## config.mk

```make
export PLATFORM = sky130hd
export DESIGN_NAME = sliding_window_vote_smoother_flat
export DESIGN_NICKNAME = d
export VERILOG_FILES = /design/src/design/svs_pkg.sv /design/src/design/svs_if.sv /design/src/design/sliding_window_vote_smoother.sv /design/src/design/svs_div.sv /design/src/design/svs_dp.sv /design/src/design/svs_ctrl.sv /design/src/flat_wrapper.sv
export SDC_FILE = /design/constraint.sdc
export NUM_CORES = 1
export LEC_CHECK = 0
export ABC_CLOCK_PERIOD_IN_PS = 5000
export BUFFER_PORTS_ARGS = -buffer_cell sky130_fd_sc_hd__buf_2
export CELL_PAD_IN_SITES_DETAIL_PLACEMENT = 0
export CELL_PAD_IN_SITES_GLOBAL_PLACEMENT = 1
export CORE_MARGIN = 1
export CORE_UTILIZATION = 40
export DETAILED_ROUTE_END_ITERATION = 10
export PLACE_DENSITY_LB_ADDON = 0.08
export SLEW_MARGIN = 20
export SYNTH_ARGS = -nofsm -noshare
export SYNTH_HDL_FRONTEND = slang
export SYNTH_SLANG_ARGS = --single-unit
```

## constraint.sdc

```tcl
create_clock -name clk -period 5 [get_ports clk]
set_clock_uncertainty 0.05 [all_clocks]
set_input_delay 0.25 -clock clk [delete_from_list [all_inputs] [get_ports clk]]
set_output_delay 0.25 -clock clk [all_outputs]
set_load 0.005 [all_outputs]
```

## src/design/svs_pkg.sv

```systemverilog
// ----------------------------------------------------------------------------
// svs_pkg
// Shared constants, widths, register codes and controller/datapath structs
// for the sliding window vote smoother.
// ----------------------------------------------------------------------------
package svs_pkg;

  localparam int WINDOW_MAX  = 32;
  localparam int NUM_CLASSES = 8;

  // Fixed field widths.
  localparam int CLASS_W = 4;
  localparam int CONF_W  = 16;
  localparam int WIN_W   = 6;
  localparam int VOTE_W  = 6;

  // Derived widths.
  localparam int PTR_W     = $clog2(WINDOW_MAX);
  localparam int CNT_W     = $clog2(WINDOW_MAX + 1);
  localparam int CLS_W     = $clog2(NUM_CLASSES);
  localparam int SUM_W     = CONF_W + CNT_W;
  localparam int DIV_CNT_W = $clog2(SUM_W + 1);

  // Configuration port.
  localparam int CFG_IDX_W  = 2;
  localparam int CFG_DATA_W = 16;

  localparam logic [CFG_IDX_W-1:0] REG_THRESHOLD = CFG_IDX_W'(0);
  localparam logic [CFG_IDX_W-1:0] REG_WINDOW    = CFG_IDX_W'(1);

  localparam logic [CONF_W-1:0] THRESHOLD_RESET = CONF_W'(32768);
  localparam logic [WIN_W-1:0]  WINDOW_RESET    = WIN_W'(5);

  typedef struct packed {
    logic [CLASS_W-1:0] cls;
    logic [CONF_W-1:0]  conf;
  } entry_t;

  // Commands from the controller to the datapath.
  typedef struct packed {
    logic             store;
    logic             rd;
    logic             acc;
    logic             scan;
    logic [CLS_W-1:0] scan_idx;
    logic             div_start;
    logic             out_load;
  } cmd_t;

  // Status from the datapath to the controller.
  typedef struct packed {
    logic [CNT_W-1:0] occ;
    logic             div_done;
    logic             out_free;
  } stat_t;

endpackage

```

## src/design/svs_if.sv

```systemverilog
// ----------------------------------------------------------------------------
// svs_if
// Valid/ready channels for raw classifications in and smoothed results out.
// ----------------------------------------------------------------------------
interface svs_in_if;
  logic                        valid;
  logic                        ready;
  logic [svs_pkg::CLASS_W-1:0] gesture_class;
  logic [svs_pkg::CONF_W-1:0]  confidence;

  modport source (output valid, gesture_class, confidence, input ready);
  modport sink   (input valid, gesture_class, confidence, output ready);
endinterface

interface svs_out_if;
  logic                        valid;
  logic                        ready;
  logic [svs_pkg::CLASS_W-1:0] smoothed_class;
  logic [svs_pkg::CONF_W-1:0]  smoothed_confidence;
  logic [svs_pkg::VOTE_W-1:0]  vote_count;
  logic                        has_result;

  modport source (output valid, smoothed_class, smoothed_confidence, vote_count,
                  has_result, input ready);
  modport sink   (input valid, smoothed_class, smoothed_confidence, vote_count,
                  has_result, output ready);
endinterface

```

## src/design/sliding_window_vote_smoother.sv

```systemverilog
// ----------------------------------------------------------------------------
// sliding_window_vote_smoother
// Majority vote over the most recent classifications, with the mean
// confidence of the winning class.
// ----------------------------------------------------------------------------
// One item at a time: a new item is accepted only in idle, once the previous
// result has gone to the output register. Each item is stored, the ring is
// read one entry per cycle, classes are scanned for the winner, the divider
// yields one quotient bit per cycle and the result waits for a free output.
// Reset (synchronous, rst_n low) empties the ring and restores the threshold
// to 32768 and the window to 5; ring contents are not cleared.
module sliding_window_vote_smoother (
  input  logic                           clk,
  input  logic                           rst_n,
  svs_in_if.sink                         in_ch,
  svs_out_if.source                      out_ch,
  input  logic                           cfg_we,
  input  logic [svs_pkg::CFG_IDX_W-1:0]  cfg_index,
  input  logic [svs_pkg::CFG_DATA_W-1:0] cfg_wdata
);
  import svs_pkg::*;

  cmd_t  cmd;
  stat_t stat;

  svs_ctrl u_ctrl (
    .clk      (clk),
    .rst_n    (rst_n),
    .in_valid (in_ch.valid),
    .in_ready (in_ch.ready),
    .cmd      (cmd),
    .stat     (stat)
  );

  svs_dp u_dp (
    .clk       (clk),
    .rst_n     (rst_n),
    .cmd       (cmd),
    .stat      (stat),
    .in_class  (in_ch.gesture_class),
    .in_conf   (in_ch.confidence),
    .cfg_we    (cfg_we),
    .cfg_index (cfg_index),
    .cfg_wdata (cfg_wdata),
    .out_ready (out_ch.ready),
    .out_valid (out_ch.valid),
    .out_class (out_ch.smoothed_class),
    .out_conf  (out_ch.smoothed_confidence),
    .out_votes (out_ch.vote_count),
    .out_has   (out_ch.has_result)
  );

endmodule

```

## src/design/svs_div.sv

```systemverilog
// ----------------------------------------------------------------------------
// svs_div
// Restoring divider, one quotient bit per cycle: vote sum over vote count.
// ----------------------------------------------------------------------------
module svs_div (
  input  logic                      clk,
  input  logic                      rst_n,
  input  logic                      start,
  input  logic [svs_pkg::SUM_W-1:0] dividend,
  input  logic [svs_pkg::CNT_W-1:0] divisor,
  output logic                      done,
  output logic [svs_pkg::SUM_W-1:0] quotient
);
  import svs_pkg::*;

  logic                 busy_r, busy_nxt;
  logic [DIV_CNT_W-1:0] count_r, count_nxt;
  logic [CNT_W-1:0]     rem_r, rem_nxt;
  logic [SUM_W-1:0]     quo_r, quo_nxt;
  logic [CNT_W:0]       shifted;
  logic [CNT_W:0]       diff;

  assign shifted = {rem_r, quo_r[SUM_W-1]};
  assign diff    = shifted - {1'b0, divisor};

  always_comb begin
    busy_nxt  = busy_r;
    count_nxt = count_r;
    rem_nxt   = rem_r;
    quo_nxt   = quo_r;
    if (start) begin
      busy_nxt  = 1'b1;
      count_nxt = DIV_CNT_W'(SUM_W);
      rem_nxt   = '0;
      quo_nxt   = dividend;
    end else if (busy_r) begin
      // The remainder stays below the divisor, so it fits the narrow register.
      if (shifted >= {1'b0, divisor}) begin
        rem_nxt = diff[CNT_W-1:0];
        quo_nxt = {quo_r[SUM_W-2:0], 1'b1};
      end else begin
        rem_nxt = shifted[CNT_W-1:0];
        quo_nxt = {quo_r[SUM_W-2:0], 1'b0};
      end
      count_nxt = count_r - DIV_CNT_W'(1);
      if (count_r == DIV_CNT_W'(1)) begin
        busy_nxt = 1'b0;
      end
    end
  end

  always_ff @(posedge clk) begin
    if (!rst_n) begin
      busy_r  <= 1'b0;
      count_r <= '0;
    end else begin
      busy_r  <= busy_nxt;
      count_r <= count_nxt;
    end
    rem_r <= rem_nxt;
    quo_r <= quo_nxt;
  end

  // The last quotient bit lands at the edge that ends this cycle.
  assign done     = busy_r && (count_r == DIV_CNT_W'(1));
  assign quotient = quo_r;

endmodule

```

## src/design/svs_dp.sv

```systemverilog
// ----------------------------------------------------------------------------
// svs_dp
// Datapath: configuration registers, entry ring, per-class tallies, winner
// search registers, mean divider and the output register.
// ----------------------------------------------------------------------------
module svs_dp (
  input  logic                           clk,
  input  logic                           rst_n,
  input  svs_pkg::cmd_t                  cmd,
  output svs_pkg::stat_t                 stat,
  input  logic [svs_pkg::CLASS_W-1:0]    in_class,
  input  logic [svs_pkg::CONF_W-1:0]     in_conf,
  input  logic                           cfg_we,
  input  logic [svs_pkg::CFG_IDX_W-1:0]  cfg_index,
  input  logic [svs_pkg::CFG_DATA_W-1:0] cfg_wdata,
  input  logic                           out_ready,
  output logic                           out_valid,
  output logic [svs_pkg::CLASS_W-1:0]    out_class,
  output logic [svs_pkg::CONF_W-1:0]     out_conf,
  output logic [svs_pkg::VOTE_W-1:0]     out_votes,
  output logic                           out_has
);
  import svs_pkg::*;

  logic [CONF_W-1:0] thr_r;
  logic [WIN_W-1:0]  win_r;

  entry_t            ring_mem [WINDOW_MAX];
  entry_t            rd_data_r;
  logic [PTR_W-1:0]  wp_r;
  logic [PTR_W-1:0]  rd_slot_r;
  logic [CNT_W-1:0]  occ_r;

  logic [CNT_W-1:0]  votes_r [NUM_CLASSES];
  logic [SUM_W-1:0]  sums_r  [NUM_CLASSES];
  logic [CLS_W-1:0]  best_idx_r;
  logic [CNT_W-1:0]  best_votes_r;
  logic [SUM_W-1:0]  best_sum_r;

  logic              out_valid_r;
  logic [CLASS_W-1:0] out_class_r;
  logic [CONF_W-1:0] out_conf_r;
  logic [VOTE_W-1:0] out_votes_r;
  logic              out_has_r;

  logic [CNT_W-1:0]  win_clamped;
  logic [CNT_W:0]    occ_inc;
  logic [CNT_W-1:0]  occ_nxt;
  logic [PTR_W-1:0]  wp_nxt;
  logic [PTR_W-1:0]  rd_slot_nxt;
  logic [CLS_W-1:0]  vidx;
  logic [CNT_W-1:0]  cur_votes;
  logic [SUM_W-1:0]  cur_sum;
  logic              qualifies;
  logic              div_done;
  logic [SUM_W-1:0]  quotient;

  // Configuration registers.
  always_ff @(posedge clk) begin
    if (!rst_n) begin
      thr_r <= THRESHOLD_RESET;
      win_r <= WINDOW_RESET;
    end else if (cfg_we) begin
      case (cfg_index)
        REG_THRESHOLD: thr_r <= cfg_wdata[CONF_W-1:0];
        REG_WINDOW:    win_r <= cfg_wdata[WIN_W-1:0];
        default:       ;
      endcase
    end
  end

  always_comb begin
    if (win_r == '0) begin
      win_clamped = CNT_W'(1);
    end else if (int'(win_r) > WINDOW_MAX) begin
      win_clamped = CNT_W'(WINDOW_MAX);
    end else begin
      win_clamped = CNT_W'(win_r);
    end
  end

  // A shrunken window drops the oldest entries for good.
  assign occ_inc = {1'b0, occ_r} + (CNT_W+1)'(1);
  assign occ_nxt = (occ_inc > {1'b0, win_clamped}) ? win_clamped : occ_inc[CNT_W-1:0];

  assign wp_nxt      = (wp_r == PTR_W'(WINDOW_MAX - 1)) ? '0 : wp_r + PTR_W'(1);
  assign rd_slot_nxt = (rd_slot_r == '0) ? PTR_W'(WINDOW_MAX - 1)
                                         : rd_slot_r - PTR_W'(1);

  // Ring pointers and occupancy.
  always_ff @(posedge clk) begin
    if (!rst_n) begin
      wp_r  <= '0;
      occ_r <= '0;
    end else if (cmd.store) begin
      wp_r  <= wp_nxt;
      occ_r <= occ_nxt;
    end
  end

  // Entry ring: written on store, read back newest first.
  always_ff @(posedge clk) begin
    if (cmd.store) begin
      ring_mem[wp_r] <= '{cls: in_class, conf: in_conf};
    end
  end

  always_ff @(posedge clk) begin
    if (cmd.store) begin
      rd_slot_r <= wp_r;
    end else if (cmd.rd) begin
      rd_slot_r <= rd_slot_nxt;
    end
    if (cmd.rd) begin
      rd_data_r <= ring_mem[rd_slot_r];
    end
  end

  // One tally port, shared by accumulation and the winner scan.
  assign vidx      = cmd.scan ? cmd.scan_idx : rd_data_r.cls[CLS_W-1:0];
  assign cur_votes = votes_r[vidx];
  assign cur_sum   = sums_r[vidx];
  assign qualifies = ({1'b0, rd_data_r.cls} < (CLASS_W+1)'(NUM_CLASSES)) &&
                     (rd_data_r.conf >= thr_r);

  always_ff @(posedge clk) begin
    if (cmd.store) begin
      for (int k = 0; k < NUM_CLASSES; k++) begin
        votes_r[k] <= '0;
        sums_r[k]  <= '0;
      end
    end else if (cmd.acc && qualifies) begin
      votes_r[vidx] <= cur_votes + CNT_W'(1);
      sums_r[vidx]  <= cur_sum + SUM_W'(rd_data_r.conf);
    end
  end

  // Strictly greater keeps the lowest index on a tie.
  always_ff @(posedge clk) begin
    if (cmd.store) begin
      best_idx_r   <= '0;
      best_votes_r <= '0;
      best_sum_r   <= '0;
    end else if (cmd.scan && (cur_votes > best_votes_r)) begin
      best_idx_r   <= cmd.scan_idx;
      best_votes_r <= cur_votes;
      best_sum_r   <= cur_sum;
    end
  end

  svs_div u_div (
    .clk      (clk),
    .rst_n    (rst_n),
    .start    (cmd.div_start),
    .dividend (best_sum_r),
    .divisor  (best_votes_r),
    .done     (div_done),
    .quotient (quotient)
  );

  // Output register.
  always_ff @(posedge clk) begin
    if (!rst_n) begin
      out_valid_r <= 1'b0;
    end else if (cmd.out_load) begin
      out_valid_r <= 1'b1;
    end else if (out_ready) begin
      out_valid_r <= 1'b0;
    end
    if (cmd.out_load) begin
      if (best_votes_r == '0) begin
        out_class_r <= '0;
        out_conf_r  <= '0;
        out_votes_r <= '0;
        out_has_r   <= 1'b0;
      end else begin
        out_class_r <= CLASS_W'(best_idx_r);
        out_conf_r  <= CONF_W'(quotient);
        out_votes_r <= VOTE_W'(best_votes_r);
        out_has_r   <= 1'b1;
      end
    end
  end

  assign out_valid = out_valid_r;
  assign out_class = out_class_r;
  assign out_conf  = out_conf_r;
  assign out_votes = out_votes_r;
  assign out_has   = out_has_r;

  assign stat.occ      = occ_r;
  assign stat.div_done = div_done;
  assign stat.out_free = !out_valid_r || out_ready;

  a_occ_after_store: assert property (@(posedge clk) disable iff (!rst_n)
    cmd.store |=> (occ_r != '0) && (int'(occ_r) <= WINDOW_MAX))
    else $error("occupancy out of range after a store");

  a_votes_within_occ: assert property (@(posedge clk) disable iff (!rst_n)
    cmd.out_load |-> (best_votes_r <= occ_r))
    else $error("winning vote count exceeds ring occupancy");

  a_has_matches_votes: assert property (@(posedge clk) disable iff (!rst_n)
    cmd.out_load |=> (out_has_r == (out_votes_r != '0)))
    else $error("has_result disagrees with vote count");

endmodule

```

## src/design/svs_ctrl.sv

```systemverilog
// ----------------------------------------------------------------------------
// svs_ctrl
// Sequencer: store an item, walk the ring newest first, scan classes for the
// winner, run the divider and hand the result to the output register.
// ----------------------------------------------------------------------------
module svs_ctrl (
  input  logic           clk,
  input  logic           rst_n,
  input  logic           in_valid,
  output logic           in_ready,
  output svs_pkg::cmd_t  cmd,
  input  svs_pkg::stat_t stat
);
  import svs_pkg::*;

  typedef enum logic [5:0] {
    S_IDLE   = 6'b000001,
    S_ACCUM  = 6'b000010,
    S_SCAN   = 6'b000100,
    S_DSTART = 6'b001000,
    S_DIV    = 6'b010000,
    S_OUT    = 6'b100000
  } state_t;

  state_t           state_r, state_nxt;
  logic [CNT_W-1:0] cnt_r, cnt_nxt;
  logic [CLS_W-1:0] cls_r, cls_nxt;
  logic             rd_pend_r;

  always_comb begin
    state_nxt     = state_r;
    cnt_nxt       = cnt_r;
    cls_nxt       = cls_r;
    in_ready      = 1'b0;
    cmd           = '0;
    cmd.acc       = rd_pend_r;
    cmd.scan_idx  = cls_r;
    case (state_r)
      S_IDLE: begin
        in_ready = 1'b1;
        if (in_valid) begin
          cmd.store = 1'b1;
          cnt_nxt   = '0;
          state_nxt = S_ACCUM;
        end
      end
      S_ACCUM: begin
        // Read data returns in the cycle after the read, so the last tally trails the reads.
        if (cnt_r < stat.occ) begin
          cmd.rd  = 1'b1;
          cnt_nxt = cnt_r + CNT_W'(1);
        end else if (!rd_pend_r) begin
          cls_nxt   = '0;
          state_nxt = S_SCAN;
        end
      end
      S_SCAN: begin
        cmd.scan = 1'b1;
        if (cls_r == CLS_W'(NUM_CLASSES - 1)) begin
          state_nxt = S_DSTART;
        end else begin
          cls_nxt = cls_r + CLS_W'(1);
        end
      end
      S_DSTART: begin
        cmd.div_start = 1'b1;
        state_nxt     = S_DIV;
      end
      S_DIV: begin
        if (stat.div_done) begin
          state_nxt = S_OUT;
        end
      end
      S_OUT: begin
        if (stat.out_free) begin
          cmd.out_load = 1'b1;
          state_nxt    = S_IDLE;
        end
      end
      default: begin
        state_nxt = S_IDLE;
      end
    endcase
  end

  always_ff @(posedge clk) begin
    if (!rst_n) begin
      state_r   <= S_IDLE;
      cnt_r     <= '0;
      cls_r     <= '0;
      rd_pend_r <= 1'b0;
    end else begin
      state_r   <= state_nxt;
      cnt_r     <= cnt_nxt;
      cls_r     <= cls_nxt;
      rd_pend_r <= cmd.rd;
    end
  end

  a_acc_follows_rd: assert property (@(posedge clk) disable iff (!rst_n)
    cmd.acc |-> $past(cmd.rd))
    else $error("tally without a preceding ring read");

  a_load_when_free: assert property (@(posedge clk) disable iff (!rst_n)
    cmd.out_load |-> stat.out_free)
    else $error("result loaded over an untaken result");

  a_walk_bounded: assert property (@(posedge clk) disable iff (!rst_n)
    (state_r == S_ACCUM) |-> (cnt_r <= stat.occ))
    else $error("ring walk ran past occupancy");

endmodule

```

## src/flat_wrapper.sv

```systemverilog
// flat-port wrapper written by rule: the top's interface ports become plain ports
module sliding_window_vote_smoother_flat import svs_pkg::*;
  (clk, rst_n, cfg_we, cfg_index, cfg_wdata, in_ch_valid, in_ch_gesture_class, in_ch_confidence, in_ch_ready, out_ch_valid, out_ch_smoothed_class, out_ch_smoothed_confidence, out_ch_vote_count, out_ch_has_result, out_ch_ready);
  svs_in_if in_ch_i ();
  svs_out_if out_ch_i ();
  input  logic clk;
  input  logic rst_n;
  input  logic cfg_we;
  input  logic [svs_pkg::CFG_IDX_W-1:0] cfg_index;
  input  logic [svs_pkg::CFG_DATA_W-1:0] cfg_wdata;
  input wire logic [$bits(in_ch_i.valid)-1:0] in_ch_valid;
  input wire logic [$bits(in_ch_i.gesture_class)-1:0] in_ch_gesture_class;
  input wire logic [$bits(in_ch_i.confidence)-1:0] in_ch_confidence;
  output wire logic [$bits(in_ch_i.ready)-1:0] in_ch_ready;
  output wire logic [$bits(out_ch_i.valid)-1:0] out_ch_valid;
  output wire logic [$bits(out_ch_i.smoothed_class)-1:0] out_ch_smoothed_class;
  output wire logic [$bits(out_ch_i.smoothed_confidence)-1:0] out_ch_smoothed_confidence;
  output wire logic [$bits(out_ch_i.vote_count)-1:0] out_ch_vote_count;
  output wire logic [$bits(out_ch_i.has_result)-1:0] out_ch_has_result;
  input wire logic [$bits(out_ch_i.ready)-1:0] out_ch_ready;
  assign in_ch_i.valid = in_ch_valid;
  assign in_ch_i.gesture_class = in_ch_gesture_class;
  assign in_ch_i.confidence = in_ch_confidence;
  assign in_ch_ready = in_ch_i.ready;
  assign out_ch_valid = out_ch_i.valid;
  assign out_ch_smoothed_class = out_ch_i.smoothed_class;
  assign out_ch_smoothed_confidence = out_ch_i.smoothed_confidence;
  assign out_ch_vote_count = out_ch_i.vote_count;
  assign out_ch_has_result = out_ch_i.has_result;
  assign out_ch_i.ready = out_ch_ready;
  sliding_window_vote_smoother u_core (.clk(clk), .rst_n(rst_n), .in_ch(in_ch_i), .out_ch(out_ch_i), .cfg_we(cfg_we), .cfg_index(cfg_index), .cfg_wdata(cfg_wdata));
endmodule
```

==> metrics.md <==
| Metric | Value |
|---|---|
| Worst path required time | `5.37 ns` |
| Clock Pin Slew Worst Setup and Hold Paths | `0.07 ns` |
| DR DRC count | `16` |
| Setup Crit Path Kind | `reg -> reg` |
| Routed WL per cell | `27.5 um` |
| Max-slew violation count | `0` |
| Gate count of the mapped netlist | `2663` |
| Clock latency on the worst-skew pair | `0.70 ns` |
| Final non-filler cell area | `0.0498 mm2` |
| Vias in the first global route | `25400` |
| Via count | `24500` |
| Ranking of synthesized cells by area | `edfxtp_1 66%, mux4_2 11%, dfxtp_1 4.4%` |
| GR Util met1 | `0.285` |
| Average size of a mapped cell | `between 15 and 20 um2` |
| Dpl hpwl | `approximately 73 mm` |
| Multi-input gate area | `0.0121 mm2` |
| Seq/Total Area, Yosys | `0.702` |
| Yosys reg bits | `1030` |
| Fmax | `0.210 GHz` |
| Maximum VDD drop | `0.379 mV` |
| Worst R2R End | `u_core.u_dp.sums_r[3][21]` |
| Synth unique cells | `79` |
| Worst setup EP type | `flip-flop` |
| Met3 usage | `0.0312` |
| Critical path launch point type | `flip-flop` |
| Pre-antenna DRT Iters | `8` |
| GRT Residual Overflow | `0` |
| Synth warnings | `0` |
| Pwr/cell area | `526 mW/mm2` |
| Total clock sinks | `1030` |
| Number of max-cap violations | `0` |
| Initial DRC count | `2066` |
| Tmin final | `4.77 ns` |
| Die height | `approximately 330 um` |
| Cell taking the most area after synthesis | `edfxtp_1` |
| Fillers | `9063` |
| Post-synth EDFFs | `roughly 940` |
| Largest net degree at the start of global routing | `109` |
| Post-layout util | `0.472` |
| Most common cell in the netlist | `edfxtp_1` |
| Measured slew at the worst slew-check pin | `around 1.1 ns` |
| Violated checks | `design-rule violations` |
| Net Count, Synth | `2776` |
| Setup violators final | `0` |
| R2r setup slk | `0.23 ns` |
| First-pass GRT wire length | `176 mm` |
| Final Cycle Share | `0.953` |
| Core area | `approximately 0.11 mm2` |
| Total negative setup slack | `0 ns` |
| Num CTS Buffers | `108` |
| Root Driver | `clkbuf_16` |
| Area Overhead vs Synth | `16.6%` |
| WL final | `121 mm` |
| Gr busiest metal | `met2` |
| Chip width | `around 330 um` |
| IO Pins | `72` |
| Post-route ant nets | `0` |
| Register area | `0.0300 mm2` |
| Yosys top cell area share | `0.658` |
| Synth top cells by count | `937 x edfxtp_1, 320 x nor2_1, 200 x mux4_2` |
| Post-DP Area | `0.0458 mm2` |
| Ys flop type | `edfxtp_1` |
| GR Util met2 | `0.398` |
| Hold depth | `1` |
| Rows | `119` |
| Layout cells sized above 1 | `0.233` |
| Initial Util | `0.405` |
| Final Wtd Congestion | `between 0.8 and 0.9` |
| Status | `complete, but fails checks` |
| Pleak | `16.8 nW` |
| Hold slack | `0.0317 ns` |
| Post-Syn Area | `0.0428 mm2` |
| H-tree Lvls | `3` |
| Slew HR | `0.288` |
| R2r startpoint | `u_core.u_ctrl.state_r[5]` |
| CP max FO | `10` |
| Critical path arrival | `about 5.1 ns` |
| FF-to-FF path depth | `19` |
| Inst Count DP | `4135` |
| TritonCTS clock tree | `built` |
| Hold WC Path Type | `in -> reg` |
| Fin. Hold Viols | `0` |
| Hold endpoint | `u_core.u_dp.ring_mem[0][10]` |
| GRT Util Overall | `0.226` |
| Hold path startpoint | `in_ch_confidence[10]` |
| Initial antenna violation count | `6` |
| Die ar. | `0.108 mm2` |
| CTS Buffer Depth | `3` |
| Via density | `5.59` |
| PortBufs | `70` |
| Nets | `3011` |
| Async set-reset flop share out of synthesis | `0` |
| Finished Layout Cells | `4384` |
-- placed cells by master, fill, tap and decap left out, types with 26 or more instances in the layout --
| master | count |
|---|---|
| edfxtp_1 | 937 |
| nor2_1 | 287 |
| mux4_2 | 200 |
| nand2_1 | 168 |
| buf_4 | 149 |
| clkbuf_16 | 110 |
| dfxtp_1 | 93 |
| a21oi_1 | 89 |
| inv_1 | 74 |
| buf_2 | 70 |
| o22ai_1 | 67 |
| ha_1 | 67 |
| mux2i_1 | 44 |
| o21ai_0 | 38 |
| dlygate4sd3_1 | 36 |
| nor2_2 | 33 |
| nor3_1 | 33 |
| and2_1 | 31 |
| clkinv_1 | 28 |
| mux2_2 | 27 |
| clkbuf_1 | 26 |
-- stage by stage --
stage,total power [mW],setup slack [ns]
2_1_floorplan,15.3,0.105
3_3_place_gp,18.4,-0.0307
3_5_place_dp,18.4,-0.151
4_1_cts,26.5,0.0185
5_1_grt,27.3,-0.0328
6_report,26.2,0.234
-- worst max-delay path, stage by stage, from the launching register on --
cell       delay [ns]
dfxtp_1          0.34
or4_4            0.61
or4_4            0.55
o31a_1           0.15
buf_12           0.16
buf_4            0.18
o221ai_1         0.19
nor3_1           0.13
ha_1             0.30
buf_4            0.15
a21o_1           0.17
a2bb2oi_2        0.16
a21o_1           0.16
a21boi_0         0.14
a311oi_1         0.36
buf_4            0.19
nor3_1           0.05
a21boi_1         0.20
buf_4            0.17
nor3_1           0.06
-- sequential cells by signal, indices dropped and copies added (netlist names), 3 cells and up --
name                        flops
u_core.u_dp.out_class           3
u_core.u_dp.thr_r              16
u_core.u_dp.sums_r            176
u_core.u_dp.wp_r                5
u_core.u_dp.best_votes_r        6
u_core.u_dp.out_votes           6
u_core.u_dp.win_r               6
u_core.u_ctrl.cls_r             3
u_core.u_ctrl.cnt_r             6
u_core.u_dp.u_div.count_r       5
u_core.u_dp.rd_data_r          20
u_core.u_dp.u_div.quotient     22
u_core.u_dp.u_div.rem_r         6
u_core.u_dp.occ_r               6
u_core.u_dp.votes_r            48
u_core.u_dp.out_conf           16
u_core.u_ctrl.state_r           6
u_core.u_dp.best_sum_r         22
u_core.u_dp.ring_mem          640
u_core.u_dp.rd_slot_r           5
u_core.u_dp.best_idx_r          3
-- metal layers --
layer	part of all wire	vias up
li1	-	10800
met1	0.41	12900
met2	0.52	654
met3	0.042	192
met4	0.036	6
met5	0.00026	-
-- final cells by class --
type                       instances  share of cell area
multi-input combinational       1412               0.243
clock buffer                     142              0.0588
timing repair buffer             271              0.0429
sequential                      1030               0.602
clock inverter                    61              0.0124
antenna                            2            0.000100
tap                             1391              0.0349
inverter                          75             0.00565
-- power by group --
| group | internal, mW | switching (mW) |
|---|---|---|
| sequential | 10.3 | 0.295 |
| clock | 4.65 | 3.34 |
| combinational | 3.08 | 4.62 |
-- how the worst max path moves through the flow --
stage                                        start                        end  cells after the start
final                     u_core.u_ctrl.state_r[5]  u_core.u_dp.sums_r[3][21]                     19
after global routing      u_core.u_ctrl.state_r[5]  u_core.u_dp.sums_r[3][21]                     19
after CTS                 u_core.u_ctrl.state_r[5]  u_core.u_dp.sums_r[5][17]                     18
after detailed placement  u_core.u_ctrl.state_r[5]  u_core.u_dp.sums_r[5][17]                     18
after global placement    u_core.u_ctrl.state_r[5]  u_core.u_dp.sums_r[1][21]                     19
after floorplan           u_core.u_ctrl.state_r[5]  u_core.u_dp.sums_r[0][18]                     20
-- kinds of logic (layout without fill, tap and decap cells) --
kind of cell	count (synthesis)	in the layout	share of synthesized area
other	1	3	0.0000877
DFF	1030	1030	0.702
AOI/OAI and AO/OA	335	335	0.0514
buffers and inverters	221	549	0.0205
and+or+nand+nor	696	696	0.0747
muxes	272	272	0.123
adders and majority gates	70	70	0.0208
xor gates and xnor gates	38	38	0.00796
-- repair_timing --
action | in CTS | in global routing
setup endpoints to repair | 48 | 54
gates resized for setup | 1 | 13
hold buffers | 36 | 0
buffers inserted | 0 | 8
hold endpoints to repair | 163 | 0
pin swaps | 0 | 6
Note: power is estimated with default switching activity, not from simulation.
